$ cat src/hdl/pbpc_pkg.sv
// package: widths, register indexes, phase codes and helpers of the power button press controller
`default_nettype none

package pbpc_pkg;

    localparam int unsigned TICK_W       = 24;
    localparam int unsigned STEP_W       = 4;
    localparam int unsigned CFG_IDX_W    = 2;
    localparam int unsigned IN_TDATA_W   = 8;
    localparam int unsigned OUT_TDATA_W  = 16;
    localparam int unsigned OUT_FIELDS_W = 10;

    localparam logic [STEP_W-1:0] BLINK_STEPS = STEP_W'(8);

    localparam logic [TICK_W-1:0] DEBOUNCE_RESET = TICK_W'(30);
    localparam logic [TICK_W-1:0] SHORT_RESET    = TICK_W'(300000);
    localparam logic [TICK_W-1:0] LONG_RESET     = TICK_W'(5000000);
    localparam logic [TICK_W-1:0] BLINK_RESET    = TICK_W'(150000);
    localparam logic [TICK_W-1:0] PRESS_TIMER_RESET = TICK_W'(4 * 30);

    localparam logic [CFG_IDX_W-1:0] CFG_DEBOUNCE = 2'd0;
    localparam logic [CFG_IDX_W-1:0] CFG_SHORT    = 2'd1;
    localparam logic [CFG_IDX_W-1:0] CFG_LONG     = 2'd2;
    localparam logic [CFG_IDX_W-1:0] CFG_BLINK    = 2'd3;

    localparam logic [2:0] PHASE_CODE_RELEASE = 3'd0;
    localparam logic [2:0] PHASE_CODE_PRESS   = 3'd1;
    localparam logic [2:0] PHASE_CODE_PWRON   = 3'd2;
    localparam logic [2:0] PHASE_CODE_SHORT   = 3'd3;
    localparam logic [2:0] PHASE_CODE_LONG    = 3'd4;

    typedef enum logic [4:0] {
        PH_RELEASE = 5'b00001,
        PH_PRESS   = 5'b00010,
        PH_PWRON   = 5'b00100,
        PH_SHORT   = 5'b01000,
        PH_LONG    = 5'b10000
    } t_phase;

    // zero duration acts as one
    function automatic logic [TICK_W-1:0] at_least_one(input logic [TICK_W-1:0] v);
        return (v == '0) ? TICK_W'(1) : v;
    endfunction

    // difference of two durations, one when not positive
    function automatic logic [TICK_W-1:0] gap(input logic [TICK_W-1:0] hi,
                                              input logic [TICK_W-1:0] lo);
        return (hi > lo) ? (hi - lo) : TICK_W'(1);
    endfunction

    function automatic logic [2:0] phase_code(input t_phase p);
        logic [2:0] c;
        c = PHASE_CODE_RELEASE;
        unique case (p)
            PH_RELEASE: c = PHASE_CODE_RELEASE;
            PH_PRESS:   c = PHASE_CODE_PRESS;
            PH_PWRON:   c = PHASE_CODE_PWRON;
            PH_SHORT:   c = PHASE_CODE_SHORT;
            PH_LONG:    c = PHASE_CODE_LONG;
            default:    c = PHASE_CODE_RELEASE;
        endcase
        return c;
    endfunction

endpackage

`default_nettype wire

$ cat src/hdl/power_button_press_controller_core.sv
// top level: debounce, press timing, power and mode decisions and led blink of the power button
//
//  channel   | direction | handshake                   | payload
//  ----------+-----------+-----------------------------+----------------------------------
//  s_axis    | in        | s_axis_tvalid/s_axis_tready | raw_level, one item per tick
//  m_axis    | out       | m_axis_tvalid/m_axis_tready | leds, dock_on, phase, pulses, mode
//  cfg       | in        | i_cfg_we                    | i_cfg_idx, i_cfg_data (24 bit)
//
//  one item per cycle while m_axis does not stall; each item's result is registered into the output register on accept
//  the state update and result for a tick are one pass of 24 bit decrements and compares
//  s_axis_tready is high whenever the output register is empty or being drained
//  a stall on m_axis holds the result and stops intake until it is taken
//  synchronous active low reset restores the power-on state
`default_nettype none

module power_button_press_controller_core (
    input  wire logic                                i_clk,
    input  wire logic                                i_rst_n,
    input  wire logic                                s_axis_tvalid,
    output logic                                     s_axis_tready,
    // [0] raw_level, [7:1] zero
    input  wire logic [pbpc_pkg::IN_TDATA_W-1:0]     s_axis_tdata,
    output logic                                     m_axis_tvalid,
    input  wire logic                                m_axis_tready,
    // [0] led_one, [1] led_two, [2] dock_on, [5:3] press_phase, [6] power_on_pulse,
    // [7] power_off_pulse, [8] mode_bit, [9] mode_toggle_pulse, [15:10] zero
    output logic [pbpc_pkg::OUT_TDATA_W-1:0]         m_axis_tdata,
    input  wire logic                                i_cfg_we,
    input  wire logic [pbpc_pkg::CFG_IDX_W-1:0]      i_cfg_idx,
    input  wire logic [pbpc_pkg::TICK_W-1:0]         i_cfg_data
);

    // configuration
    logic [pbpc_pkg::TICK_W-1:0] r_debounce_ticks, r_short_ticks, r_long_ticks, r_blink_ticks;

    // state
    pbpc_pkg::t_phase            r_phase, n_phase;
    logic                        r_power, n_power;
    logic                        r_mode, n_mode;
    logic                        r_committed, n_committed;
    logic                        r_prev_raw, n_prev_raw;
    logic                        r_pending, n_pending;
    logic [pbpc_pkg::TICK_W-1:0] r_deb_cnt, n_deb_cnt;
    logic [pbpc_pkg::TICK_W-1:0] r_press_tmr, n_press_tmr;
    logic                        r_press_armed, n_press_armed;
    logic [pbpc_pkg::STEP_W-1:0] r_blink_step, n_blink_step;
    logic [pbpc_pkg::TICK_W-1:0] r_blink_tmr, n_blink_tmr;
    logic                        r_led1, n_led1;
    logic                        r_led2, n_led2;

    // output register
    logic                                  r_out_valid;
    logic [pbpc_pkg::OUT_FIELDS_W-1:0]     r_out_fields, n_out_fields;

    logic                        accept;
    logic                        raw;
    logic                        wake;
    logic                        on_p, off_p, tog_p;
    logic [pbpc_pkg::TICK_W-1:0] deb_dec, press_dec, blink_dec;
    logic                        blink_color;
    logic [pbpc_pkg::STEP_W-1:0] blink_next;

    assign s_axis_tready = !r_out_valid || m_axis_tready;
    assign accept        = s_axis_tvalid && s_axis_tready;
    assign raw           = s_axis_tdata[0];

    assign m_axis_tvalid = r_out_valid;
    assign m_axis_tdata  = {{(pbpc_pkg::OUT_TDATA_W - pbpc_pkg::OUT_FIELDS_W){1'b0}}, r_out_fields};

    always_ff @(posedge i_clk) begin
        if (!i_rst_n) begin
            r_debounce_ticks <= pbpc_pkg::DEBOUNCE_RESET;
            r_short_ticks    <= pbpc_pkg::SHORT_RESET;
            r_long_ticks     <= pbpc_pkg::LONG_RESET;
            r_blink_ticks    <= pbpc_pkg::BLINK_RESET;
        end else if (i_cfg_we) begin
            unique case (i_cfg_idx)
                pbpc_pkg::CFG_DEBOUNCE: r_debounce_ticks <= i_cfg_data;
                pbpc_pkg::CFG_SHORT:    r_short_ticks    <= i_cfg_data;
                pbpc_pkg::CFG_LONG:     r_long_ticks     <= i_cfg_data;
                pbpc_pkg::CFG_BLINK:    r_blink_ticks    <= i_cfg_data;
                default:                r_blink_ticks    <= r_blink_ticks;
            endcase
        end
    end

    always_comb begin
        n_phase       = r_phase;
        n_power       = r_power;
        n_mode        = r_mode;
        n_committed   = r_committed;
        n_pending     = r_pending;
        n_deb_cnt     = r_deb_cnt;
        n_press_tmr   = r_press_tmr;
        n_press_armed = r_press_armed;
        n_blink_step  = r_blink_step;
        n_blink_tmr   = r_blink_tmr;
        n_led1        = r_led1;
        n_led2        = r_led2;
        n_prev_raw    = raw;
        wake          = 1'b0;
        on_p          = 1'b0;
        off_p         = 1'b0;
        tog_p         = 1'b0;

        deb_dec   = r_deb_cnt - pbpc_pkg::TICK_W'(1);
        press_dec = (r_press_tmr == '0) ? '0 : r_press_tmr - pbpc_pkg::TICK_W'(1);
        blink_dec = (r_blink_tmr == '0) ? '0 : r_blink_tmr - pbpc_pkg::TICK_W'(1);

        // debounce
        if (raw != r_prev_raw) begin
            n_pending = raw;
            n_deb_cnt = pbpc_pkg::at_least_one(r_debounce_ticks);
        end else if (r_deb_cnt != '0) begin
            n_deb_cnt = deb_dec;
            if (deb_dec == '0 && raw == r_pending) begin
                n_committed = raw;
                wake        = 1'b1;
            end
        end

        // press timer
        if (r_press_armed) begin
            n_press_tmr = press_dec;
            if (press_dec == '0) begin
                wake = 1'b1;
            end
        end

        // blink step
        blink_color = r_blink_step[2] ? r_mode : !r_mode;
        blink_next  = r_blink_step + pbpc_pkg::STEP_W'(1);
        if (r_blink_step < pbpc_pkg::BLINK_STEPS) begin
            n_blink_tmr = blink_dec;
            if (blink_dec == '0) begin
                if (!r_blink_step[0]) begin
                    n_led1 = 1'b1;
                    n_led2 = 1'b1;
                end else begin
                    n_led1 = !blink_color;
                    n_led2 = 1'b0;
                end
                n_blink_step = blink_next;
                n_blink_tmr  = (blink_next < pbpc_pkg::BLINK_STEPS) ?
                               pbpc_pkg::at_least_one(r_blink_ticks) : '0;
            end
        end

        // press machine
        if (wake) begin
            n_press_armed = 1'b0;
            n_press_tmr   = '0;
            unique case (r_phase)
                pbpc_pkg::PH_PRESS: begin
                    if (!n_committed) begin
                        n_phase = pbpc_pkg::PH_RELEASE;
                    end else begin
                        n_phase       = pbpc_pkg::PH_SHORT;
                        n_press_tmr   = pbpc_pkg::gap(r_long_ticks, r_short_ticks);
                        n_press_armed = 1'b1;
                        if (!r_power) begin
                            n_power = 1'b1;
                            on_p    = 1'b1;
                            n_phase = pbpc_pkg::PH_PWRON;
                        end
                    end
                end
                pbpc_pkg::PH_PWRON, pbpc_pkg::PH_SHORT: begin
                    if (!n_committed) begin
                        n_phase = pbpc_pkg::PH_RELEASE;
                        if (r_phase == pbpc_pkg::PH_SHORT) begin
                            n_power = 1'b0;
                            off_p   = 1'b1;
                        end
                    end else begin
                        // mode toggle: rails stay on and blink restarts from the first step
                        n_phase      = pbpc_pkg::PH_LONG;
                        n_mode       = !r_mode;
                        tog_p        = 1'b1;
                        n_power      = 1'b1;
                        n_led1       = 1'b1;
                        n_led2       = 1'b1;
                        n_blink_step = pbpc_pkg::STEP_W'(1);
                        n_blink_tmr  = pbpc_pkg::at_least_one(r_blink_ticks);
                    end
                end
                pbpc_pkg::PH_LONG: begin
                    if (!n_committed) begin
                        n_phase = pbpc_pkg::PH_RELEASE;
                    end
                end
                default: begin
                    n_phase = pbpc_pkg::PH_RELEASE;
                    if (n_committed) begin
                        n_phase       = pbpc_pkg::PH_PRESS;
                        n_press_tmr   = pbpc_pkg::gap(r_short_ticks, r_debounce_ticks);
                        n_press_armed = 1'b1;
                    end
                end
            endcase
        end

        n_out_fields = {tog_p, n_mode, off_p, on_p, pbpc_pkg::phase_code(n_phase),
                        n_power, n_led2, n_led1};
    end

    always_ff @(posedge i_clk) begin
        if (!i_rst_n) begin
            r_phase       <= pbpc_pkg::PH_RELEASE;
            r_power       <= 1'b1;
            r_mode        <= 1'b0;
            r_committed   <= 1'b0;
            r_prev_raw    <= 1'b0;
            r_pending     <= 1'b0;
            r_deb_cnt     <= '0;
            r_press_tmr   <= pbpc_pkg::PRESS_TIMER_RESET;
            r_press_armed <= 1'b1;
            r_blink_step  <= pbpc_pkg::BLINK_STEPS;
            r_blink_tmr   <= '0;
            r_led1        <= 1'b1;
            r_led2        <= 1'b0;
        end else if (accept) begin
            r_phase       <= n_phase;
            r_power       <= n_power;
            r_mode        <= n_mode;
            r_committed   <= n_committed;
            r_prev_raw    <= n_prev_raw;
            r_pending     <= n_pending;
            r_deb_cnt     <= n_deb_cnt;
            r_press_tmr   <= n_press_tmr;
            r_press_armed <= n_press_armed;
            r_blink_step  <= n_blink_step;
            r_blink_tmr   <= n_blink_tmr;
            r_led1        <= n_led1;
            r_led2        <= n_led2;
        end
    end

    always_ff @(posedge i_clk) begin
        if (!i_rst_n) begin
            r_out_valid <= 1'b0;
        end else if (accept) begin
            r_out_valid <= 1'b1;
        end else if (m_axis_tready) begin
            r_out_valid <= 1'b0;
        end
    end

    always_ff @(posedge i_clk) begin
        if (accept) begin
            r_out_fields <= n_out_fields;
        end
    end

    // power pulses never together
    a_pulse_excl: assert property (@(posedge i_clk) disable iff (!i_rst_n)
        r_out_valid |-> !(r_out_fields[6] && r_out_fields[7]))
        else $error("power on and power off pulse in one item");

    // a toggle keeps the rails on and leaves the blink just started
    a_toggle_on: assert property (@(posedge i_clk) disable iff (!i_rst_n)
        (r_out_valid && r_out_fields[9]) |-> (r_out_fields[2] && !r_out_fields[6] &&
        !r_out_fields[7] && r_blink_step == pbpc_pkg::STEP_W'(1)))
        else $error("mode toggle without rails on or blink restart");

    // power off only on release out of the short phase
    a_off_release: assert property (@(posedge i_clk) disable iff (!i_rst_n)
        (r_out_valid && r_out_fields[7]) |->
        (!r_out_fields[2] && r_out_fields[5:3] == pbpc_pkg::PHASE_CODE_RELEASE))
        else $error("power off pulse with rails on or phase not release");

    // blink step never passes the last step
    a_blink_range: assert property (@(posedge i_clk) disable iff (!i_rst_n)
        r_blink_step <= pbpc_pkg::BLINK_STEPS)
        else $error("blink step out of range");

    // reported phase and mode match the state registers
    a_phase_track: assert property (@(posedge i_clk) disable iff (!i_rst_n)
        r_out_valid |-> (r_out_fields[5:3] == pbpc_pkg::phase_code(r_phase) &&
        r_out_fields[8] == r_mode))
        else $error("result disagrees with stored state");

endmodule

`default_nettype wire

$ cat config.mk
export PLATFORM = sky130hd
export DESIGN_NAME = power_button_press_controller_core
export DESIGN_NICKNAME = d
export VERILOG_FILES = /design/src/hdl/pbpc_pkg.sv /design/src/hdl/power_button_press_controller_core.sv
export SDC_FILE = /design/constraint.sdc
export NUM_CORES = 1
export LEC_CHECK = 0
export BUFFER_PORTS_ARGS = -buffer_cell sky130_fd_sc_hd__buf_2
export CAP_MARGIN = 10
export CORE_MARGIN = 2
export CORE_UTILIZATION = 45
export CTS_CLUSTER_SIZE = 20
export DETAILED_ROUTE_END_ITERATION = 7
export GPL_TIMING_DRIVEN = 0
export SLEW_MARGIN = 20
export SYNTH_ARGS = -nofsm -noshare
export SYNTH_HDL_FRONTEND = slang
export SYNTH_SLANG_ARGS = --single-unit
$ cat constraint.sdc
create_clock -name i_clk -period 3.59 [get_ports i_clk]
set_input_delay 0.8975 -clock i_clk [delete_from_list [all_inputs] [get_ports i_clk]]
set_output_delay 0.8975 -clock i_clk [all_outputs]
set_load 0.1 [all_outputs]
==> key figures, run 1 <==
Floorplan
  – Total die area: about 31,000 um^2
  – # IOs: between 50 and 60
  – Die Width: 177 um
  – Starting density of the core: a little under half
  – Core region area: slightly below 30,000 um^2
  – Die Y: around 180 um
  – # rows: between 60 and 70

STA
  – Worst-Margin Slew: around 1.2 ns
  – Max Clock Skew: about 0.021 ns
  – Period utilization: 101%
  – Max-slew violations: 0
  – Fin crit period: 3.62 ns
  – Hold_ws: about 0.47 ns
  – Max Freq: about 280 MHz
  – Final Hold Viols: 0
  – Rel. slew slack: 19.5%
  – Setup TNS Final: -0.110 ns
  – Final setup margin: -0.0319 ns
  – Final setup viols: 7
  – Unrepaired setup endpoints after global routing: true

Placed design
  – Detail Placement HPWL: 41,300 um
  – RePlAce Congestion: 0.961
  – # port buffers: between 40 and 50

Clocking
  – Clock Pin Slew Worst Setup and Hold Paths: 0.09 ns
  – Clock root buffer: clkbuf_16
  – # clock sinks: 196
  – Clk_lat worst skew: around 0.47 ns
  – TritonCTS clock tree: yes
  – TritonCTS Buffers: 17
  – Htree depth: 4
  – Max clock buf depth: 2

Routing
  – Antenna-violating nets left: 0
  – Met3 wire length: 5280 um
  – Initial DRC count: roughly 1,500
  – Drt wl/cell: around 23 um
  – Met1 Routed Length: 23,500 um
  – Vias per cell: 6.26
  – Routed vias: roughly 15,000
  – Top Metal Used: met4
  – Drt first pass iters: 6
  – WL final: about 55,000 um
  – DR WL met2: approximately 25,000 um
  – DRC violations left: 0

Critical path
  – Reg2reg end: r_blink_tmr[15]
  – CP peak stage delay: between 0.4 and 0.5 ns
  – Worst-path fanout max: 8
  – Critical Path RT: 3.96 ns
  – Critical Path End Type: flop
  – Worst r2r src: r_deb_cnt[0]
  – Worst reg2reg path depth: 17
  – Worst Setup EP: r_blink_tmr[15]
  – Startpoint Class: flop
  – Worst Setup SP: r_deb_cnt[0]
  – Critical-path cell list: inv_4 -> ha_4 -> or3b_4 -> or4_4 -> a21o_1 -> and2_0 -> nand4b_1 -> nor4b_4 -> buf_6 -> o31ai_4 -> buf_12 -> nor2_4 -> buf_6 -> buf_4 -> a21oi_1 -> o21ai_0 -> a21oi_1
  – Critical Path AT: 3.99 ns
  – Slowest cell on the critical path: or3b_4
  – Reg2reg setup slack: -0.03 ns
  – Critical path type: reg2reg

GRT
  – Vias in the first global route: 13,500
  – First-pass GRT wire length: around 83,000 um
  – Gr usage total: a little over a third
  – Pin count of the biggest net entering global routing: 22
  – Grt ovf: 0
  – Initial antenna violation count: 1

Synthesis
  – Yosys reg bits: 196
  – Most common cell in the synthesized netlist: nand2_1
  – Main synth FF type: dfxtp_1
  – Ys async rst share: 0%
  – Cell taking the most area after synthesis: dfxtp_1
  – Gate Count Post-Synth: 1,849
  – Synthesized area: between 10,000 and 15,000 um^2
  – Post-synthesis sequential area ratio: 29.9%
  – Synth top area cells: dfxtp_1 28%, nand2_1 8.3%, a21oi_1 8.1%
  – Commonest cells in the synthesized netlist: 297 x nand2_1, 219 x a21oi_1, 186 x dfxtp_1
  – EDFF count, synth: 10
  – Syn avg cell area: 7.28 um^2
  – Netlist cell types: around 100
  – Top cell type's share of synthesized area: approximately 28%
  – YS warnings: 0

Power
  – Pwr Density: approximately 400 nW/um^2
  – Max IR drop VDD: roughly 0.00036 V
  – Pleak: a little over 6 nW

Final layout
  – Share of layout cells above drive strength 1: 18.2%
  – Area delta synth->final: 21.3%
  – Fillers: between 2,000 and 3,000
  – Final Net Count: roughly 2,100

Min path
  – Worst min path class: reg2reg
  – Hold Crit Start: r_long_ticks[0]

Run
  – Max-cap violations: 0

Run status
  – Status: complete, but fails checks
  – Failing checks: negative setup slack
cell type report:
type / count / area, um^2 / area share [%]
flip-flops and latches: 196 / 4060 / 24.8
multi-input cells: 1453 / 9460 / 57.9
repair buffers: 114 / 812 / 4.97
clock inverters: 15 / 228 / 1.39
clock buffers: 17 / 425 / 2.61
plain buffers: 108 / 538 / 3.30
well taps: 390 / 488 / 2.99
inverters: 84 / 323 / 1.98
diodes: 1 / 2.50 / 0.0153
report_power, final:
group          internal, mW  switching (mW)  total (mW)  leakage (nW)
logic                 0.730            1.26        1.99          4.16
clock network          1.09            1.10        2.19         0.313
registers              2.28           0.135        2.42          1.62
cells in the final DEF, fill, tap and decap left out, drive strengths merged, types with 9 or more instances in the layout:
cell type,Yosys,layout
nand2,298,298
edfxtp,10,10
or4,16,16
inv,83,91
or3,12,12
clkbuf,95,99
xnor2,41,41
o21a,13,13
a22oi,19,19
a21oi,221,221
nand4,27,27
a211oi,25,25
ha,53,53
dfxtp,186,186
o21ai,140,140
nand2b,14,14
nor3,67,67
buf,26,140
o31ai,20,20
nand3,58,58
a21o,24,24
a22o,9,9
or2,14,14
nor4,41,41
a31oi,12,12
a221oi,10,10
nor3b,9,9
nor2,131,131
o211ai,28,28
xor2,20,20
critical path: cells and delay by family (launching register included):
kind / cells / cell delay (ns)
AND/OR/NAND/NOR: 6 / 1.75
buffers and inverters: 5 / 0.74
AO/OA/AOI/OAI: 5 / 0.52
flip-flops: 1 / 0.38
adder cells (fa/ha/maj): 1 / 0.14
worst min path at each step:
stage,slack [ns],cells past startpoint,end
4_1_cts,0.47,2,r_led2
3_5_place_dp,0.46,2,r_long_ticks[0]
2_1_floorplan,0.44,2,r_led2
5_1_grt,0.50,2,r_long_ticks[0]
6_report,0.47,2,r_long_ticks[0]
3_3_place_gp,0.44,2,r_led2
metal layers:
| layer | up-vias | GRT usage (%) |
|---|---|---|
| li1 | 6931 | - |
| met1 | 7072 | 48.1 |
| met2 | 771 | 54.2 |
| met3 | 111 | 7.35 |
| met4 | 0 | 12.8 |
| met5 | - | 0 |
sequential cells by signal, indices dropped and copies added, names as in the netlist:
name,cells
r_blink_tmr,24
r_prev_raw,1
r_press_tmr,24
r_out_fields,10
r_mode,1
r_blink_step,4
r_led1,1
r_committed,1
r_press_armed,1
r_pending,1
r_blink_ticks,24
m_axis_tvalid,1
r_debounce_ticks,24
r_led2,1
r_long_ticks,24
r_deb_cnt,24
r_short_ticks,24
r_phase,5
r_power,1
what timing repair did:
item | 4_1_cts | 5_1_grt
resized for setup | 127 | 111
hold buffers | 0 | 0
gates cloned | 0 | 1
endpoints found under the setup margin | 81 | 74
buffers inserted | 35 | 36
pin swaps | 34 | 64
cells by family after synthesis:
group / Yosys count / share of synthesized area [%]
muxes: 6 / 0.465
adders and majority gates: 55 / 5.22
xor gates and xnor gates: 61 / 3.97
and+or+nand+nor: 739 / 27.2
DFF: 196 / 29.9
AOI/OAI and AO/OA: 586 / 27.1
buffers and inverters: 205 / 6.13
other: 1 / 0.0279
through the flow:
stage	total power, mW	util [%]	worst slack, ns	area, um^2	std cells
final	6.60	55.2	-0.0319	16300	2378
after global routing	6.85	55.2	-0.125	16300	2377
after CTS	6.42	52.8	-0.113	15600	2346
after detailed placement	4.08	48.0	-0.887	14200	2286
after global placement	4.07	48.0	-0.974	14200	2286
after floorplan	3.56	-	0.0225	13500	1854
Note: power is estimated with default switching activity, not from simulation.
==> inputs of run 2 (changes only) <==
- SETUP_SLACK_MARGIN: default -> 0.05
==> run 2 against run 1 <==
  * The run still ends with negative setup slack left
  * Combinational power rose by 6%
  * Global-route usage shrank 1.1 points
  * Critical path depth decreased by 4
  * Register-to-register slack about the same
  * Non-clock buffer count up 19
  * Clock power shrank 6%
  * First-iteration DRC count rose by 12%
  * Flip-flop and latch count stayed put
  * Design area rose by 3.0%
  * Routed wire length fell by 0.64%
  * Sequential share of layout area is 0.71 points lower
  * Critical path type unchanged
  * Largest cell class unchanged
  * Largest power group unchanged
==> key figures, run 2 (synthesized netlist as in run 1, its figures left out) <==
GRT
  – Initial antenna violation count: 0 (was 1)
  – First-pass GRT wire length: 80,500 um (was 82,800 um)
  – Grt ovf: 0 (unchanged)
  – Gr usage total: 34.0% (was 35.1%)
  – Pin count of the biggest net entering global routing: 21 (was 22)
  – Vias in the first global route: 13,100 (was 13,500)

Run status
  – Failing checks: negative setup slack (unchanged)
  – Status: complete, but fails checks (unchanged)

STA
  – Hold_ws: 0.461 ns (was 0.475 ns)
  – Rel. slew slack: 31.2% (was 19.5%)
  – Fin crit period: 3.61 ns (was 3.62 ns)
  – Unrepaired setup endpoints after global routing: true (unchanged)
  – Max Clock Skew: 0.0172 ns (was 0.0212 ns)
  – Final setup margin: -0.0176 ns (was -0.0319 ns)
  – Period utilization: 100% (was 101%)
  – Setup TNS Final: -0.0176 ns (was -0.110 ns)
  – Max-slew violations: 0 (unchanged)
  – Final setup viols: 1 (was 7)
  – Final Hold Viols: 0 (unchanged)
  – Max Freq: 277 MHz (was 276 MHz)
  – Worst-Margin Slew: 1.03 ns (was 1.21 ns)

Critical path
  – Critical Path AT: 3.91 ns (was 3.99 ns)
  – Worst-path fanout max: 2 (was 8)
  – CP peak stage delay: 0.53 ns (was 0.43 ns)
  – Startpoint Class: flop (unchanged)
  – Family with the most delay on the worst path: compound AO/OA/AOI/OAI gates (was simple AND/OR/NAND/NOR gates)
  – Critical-path cell list: ha_4 -> nor2b_4 -> o31a_1 -> or4b_4 -> a221o_1 -> a41o_1 -> a21o_1 -> a221oi_2 -> buf_4 -> o21ai_4 -> xor2_2 -> a22oi_2 -> o22ai_1 (was inv_4 -> ha_4 -> or3b_4 -> or4_4 -> a21o_1 -> and2_0 -> nand4b_1 -> nor4b_4 -> buf_6 -> o31ai_4 -> buf_12 -> nor2_4 -> buf_6 -> buf_4 -> a21oi_1 -> o21ai_0 -> a21oi_1)
  – Critical Path RT: 3.90 ns (was 3.96 ns)
  – Critical path type: reg2reg (unchanged)
  – Critical Path End Type: flop (unchanged)
  – Slowest cell on the critical path: or4b_4 (was or3b_4)
  – Worst path bufs/invs: 1 (was 5)

Power
  – Max IR drop VDD: 0.000325 V (was 0.000364 V)
  – Clock power frac: 31.2% (was 33.3%)
  – Logic pwr share: 32.1% (was 30.1%)
  – Sw frac: 37.8% (about the same)
  – Pwr Density: 391 nW/um^2 (was 404 nW/um^2)
  – Int Power: 4.09 mW (was 4.11 mW)
  – Overall Power: 6.58 mW (was 6.60 mW)
  – Pleak: 6.30 nW (was 6.09 nW)
  – Sequential Power Share: 36.7% (was 36.6%)
  – Switching pwr: 2.49 mW (about the same)

Clocking
  – TritonCTS clock tree: yes (unchanged)
  – Max clock buf depth: 2 (unchanged)
  – TritonCTS Buffers: 17 (unchanged)
  – Clk_lat worst skew: 0.47 ns (about the same)
  – Hold buffer count at cts: 0 (unchanged)
  – # clock sinks: 196 (unchanged)
  – Htree depth: 4 (unchanged)
  – Clock Pin Slew Worst Setup and Hold Paths: 0.09 ns (about the same)
  – Clock root buffer: clkbuf_16 (unchanged)

Final layout
  – Commonest non-fill, non-tap cells in the layout: 290 x nand2_1, 205 x a21oi_1, 170 x dfxtp_1 (was 292 x nand2_1, 207 x a21oi_1, 170 x dfxtp_1)
  – Ant diodes: 0 (was 1)
  – Most common cell after layout, fill and taps aside: nand2_1 (unchanged)
  – Finished Layout Cells: 2,396 (was 2,378)
  – Fillers: 2,844 (was 2,898)
  – Area delta synth->final: 24.9% (was 21.3%)
  – Final Net Count: 2,087 (was 2,068)
  – Share of layout cells above drive strength 1: 20.8% (was 18.2%)

Routing
  – Initial DRC count: 1,718 (was 1,533)
  – WL final: 55,100 um (was 55,500 um)
  – Vias per cell: 6.25 (was 6.26)
  – Antenna-violating nets left: 0 (unchanged)
  – DRC violations left: 0 (unchanged)
  – Drt wl/cell: 23.0 um (was 23.3 um)
  – Drt first pass iters: 5 (was 6)
  – Routed vias: 15,000 (was 14,900)

Placed design
  – Dpl cells: 2,287 (was 2,286)
  – RePlAce Congestion: 0.941 (was 0.961)
  – Detail Placement HPWL: 40,100 um (was 41,300 um)
  – # port buffers: 42 (unchanged)

Floorplan
  – Die Width: 177 um (unchanged)
  – Total die area: 31,300 um^2 (unchanged)
  – Starting density of the core: 45.5% (unchanged)
  – Core region area: 29,600 um^2 (unchanged)
  – # rows: 63 (unchanged)
  – Die Y: 177 um (unchanged)
  – # IOs: 57 (unchanged)

Run
  – Max-cap violations: 0 (unchanged)

Min path
  – Worst min path class: reg2reg (unchanged)
-- run 2: stage by stage --
step	instance area, um^2	util [%]	setup slack [ns]
after global routing	16800	56.9	-0.0917
after CTS	15800	53.3	-0.0521
after floorplan	13500	-	0.0645
after global placement	14200	48.0	-1.11
after detailed placement	14200	48.1	-0.898
final	16800	56.9	-0.0176
-- run 2: final cells by class --
class	instances	area (um^2)	area share (%)
Timing Repair Buffer	130	1010	5.99
Multi-Input combinational cell	1453	9730	57.8
Buffer	111	599	3.56
Inverter	84	320	1.90
Tap cell	390	488	2.90
Clock inverter	15	190	1.13
Sequential cell	196	4060	24.1
Clock buffer	17	425	2.53
-- run 2: worst paths after layout --
check / from / to / slack, ns / cells after the start
worst max register to register: r_long_ticks[1] / r_press_tmr[23] / -0.02 / 13
worst min-delay path: r_long_ticks[0] / r_long_ticks[0] / 0.46 / 2
worst min register to register: r_long_ticks[0] / r_long_ticks[0] / 0.46 / 2
worst max-delay path: r_long_ticks[1] / r_press_tmr[23] / -0.02 / 13
-- run 2: worst reg2reg max path, cell delays in order, from the launching register on --
cell	delay, ns
dfxtp_4	0.37
ha_4	0.24
nor2b_4	0.12
o31a_1	0.30
or4b_4	0.53
a221o_1	0.34
a41o_1	0.27
a21o_1	0.19
a221oi_2	0.28
buf_4	0.19
o21ai_4	0.06
xor2_2	0.17
a22oi_2	0.24
o22ai_1	0.13
-- run 2: layer usage --
metal / GRT usage (%) / wire length (um) / up-vias
li1: - / - / 6972
met5: 0 / 0 / -
met4: 12.9 / 1940 / 0
met3: 4.53 / 4840 / 114
met2: 51.0 / 24000 / 725
met1: 49.1 / 24300 / 7159
-- run 2: power by group through the flow --
stage / sequential (mW) / combinational, mW / clock, mW
after floorplan: 2.43 / 1.13 / 0
after global placement: 2.44 / 1.64 / 0
after detailed placement: 2.44 / 1.64 / 0
after CTS: 2.40 / 1.85 / 2.05
after global routing: 2.42 / 2.23 / 2.14
final: 2.42 / 2.11 / 2.05
-- run 2: timing repair --
item,CTS,global route
setup buffers,43,41
cloned,2,1
pin swaps,47,75
gates resized for setup,133,188
endpoints found under the setup margin,74,76
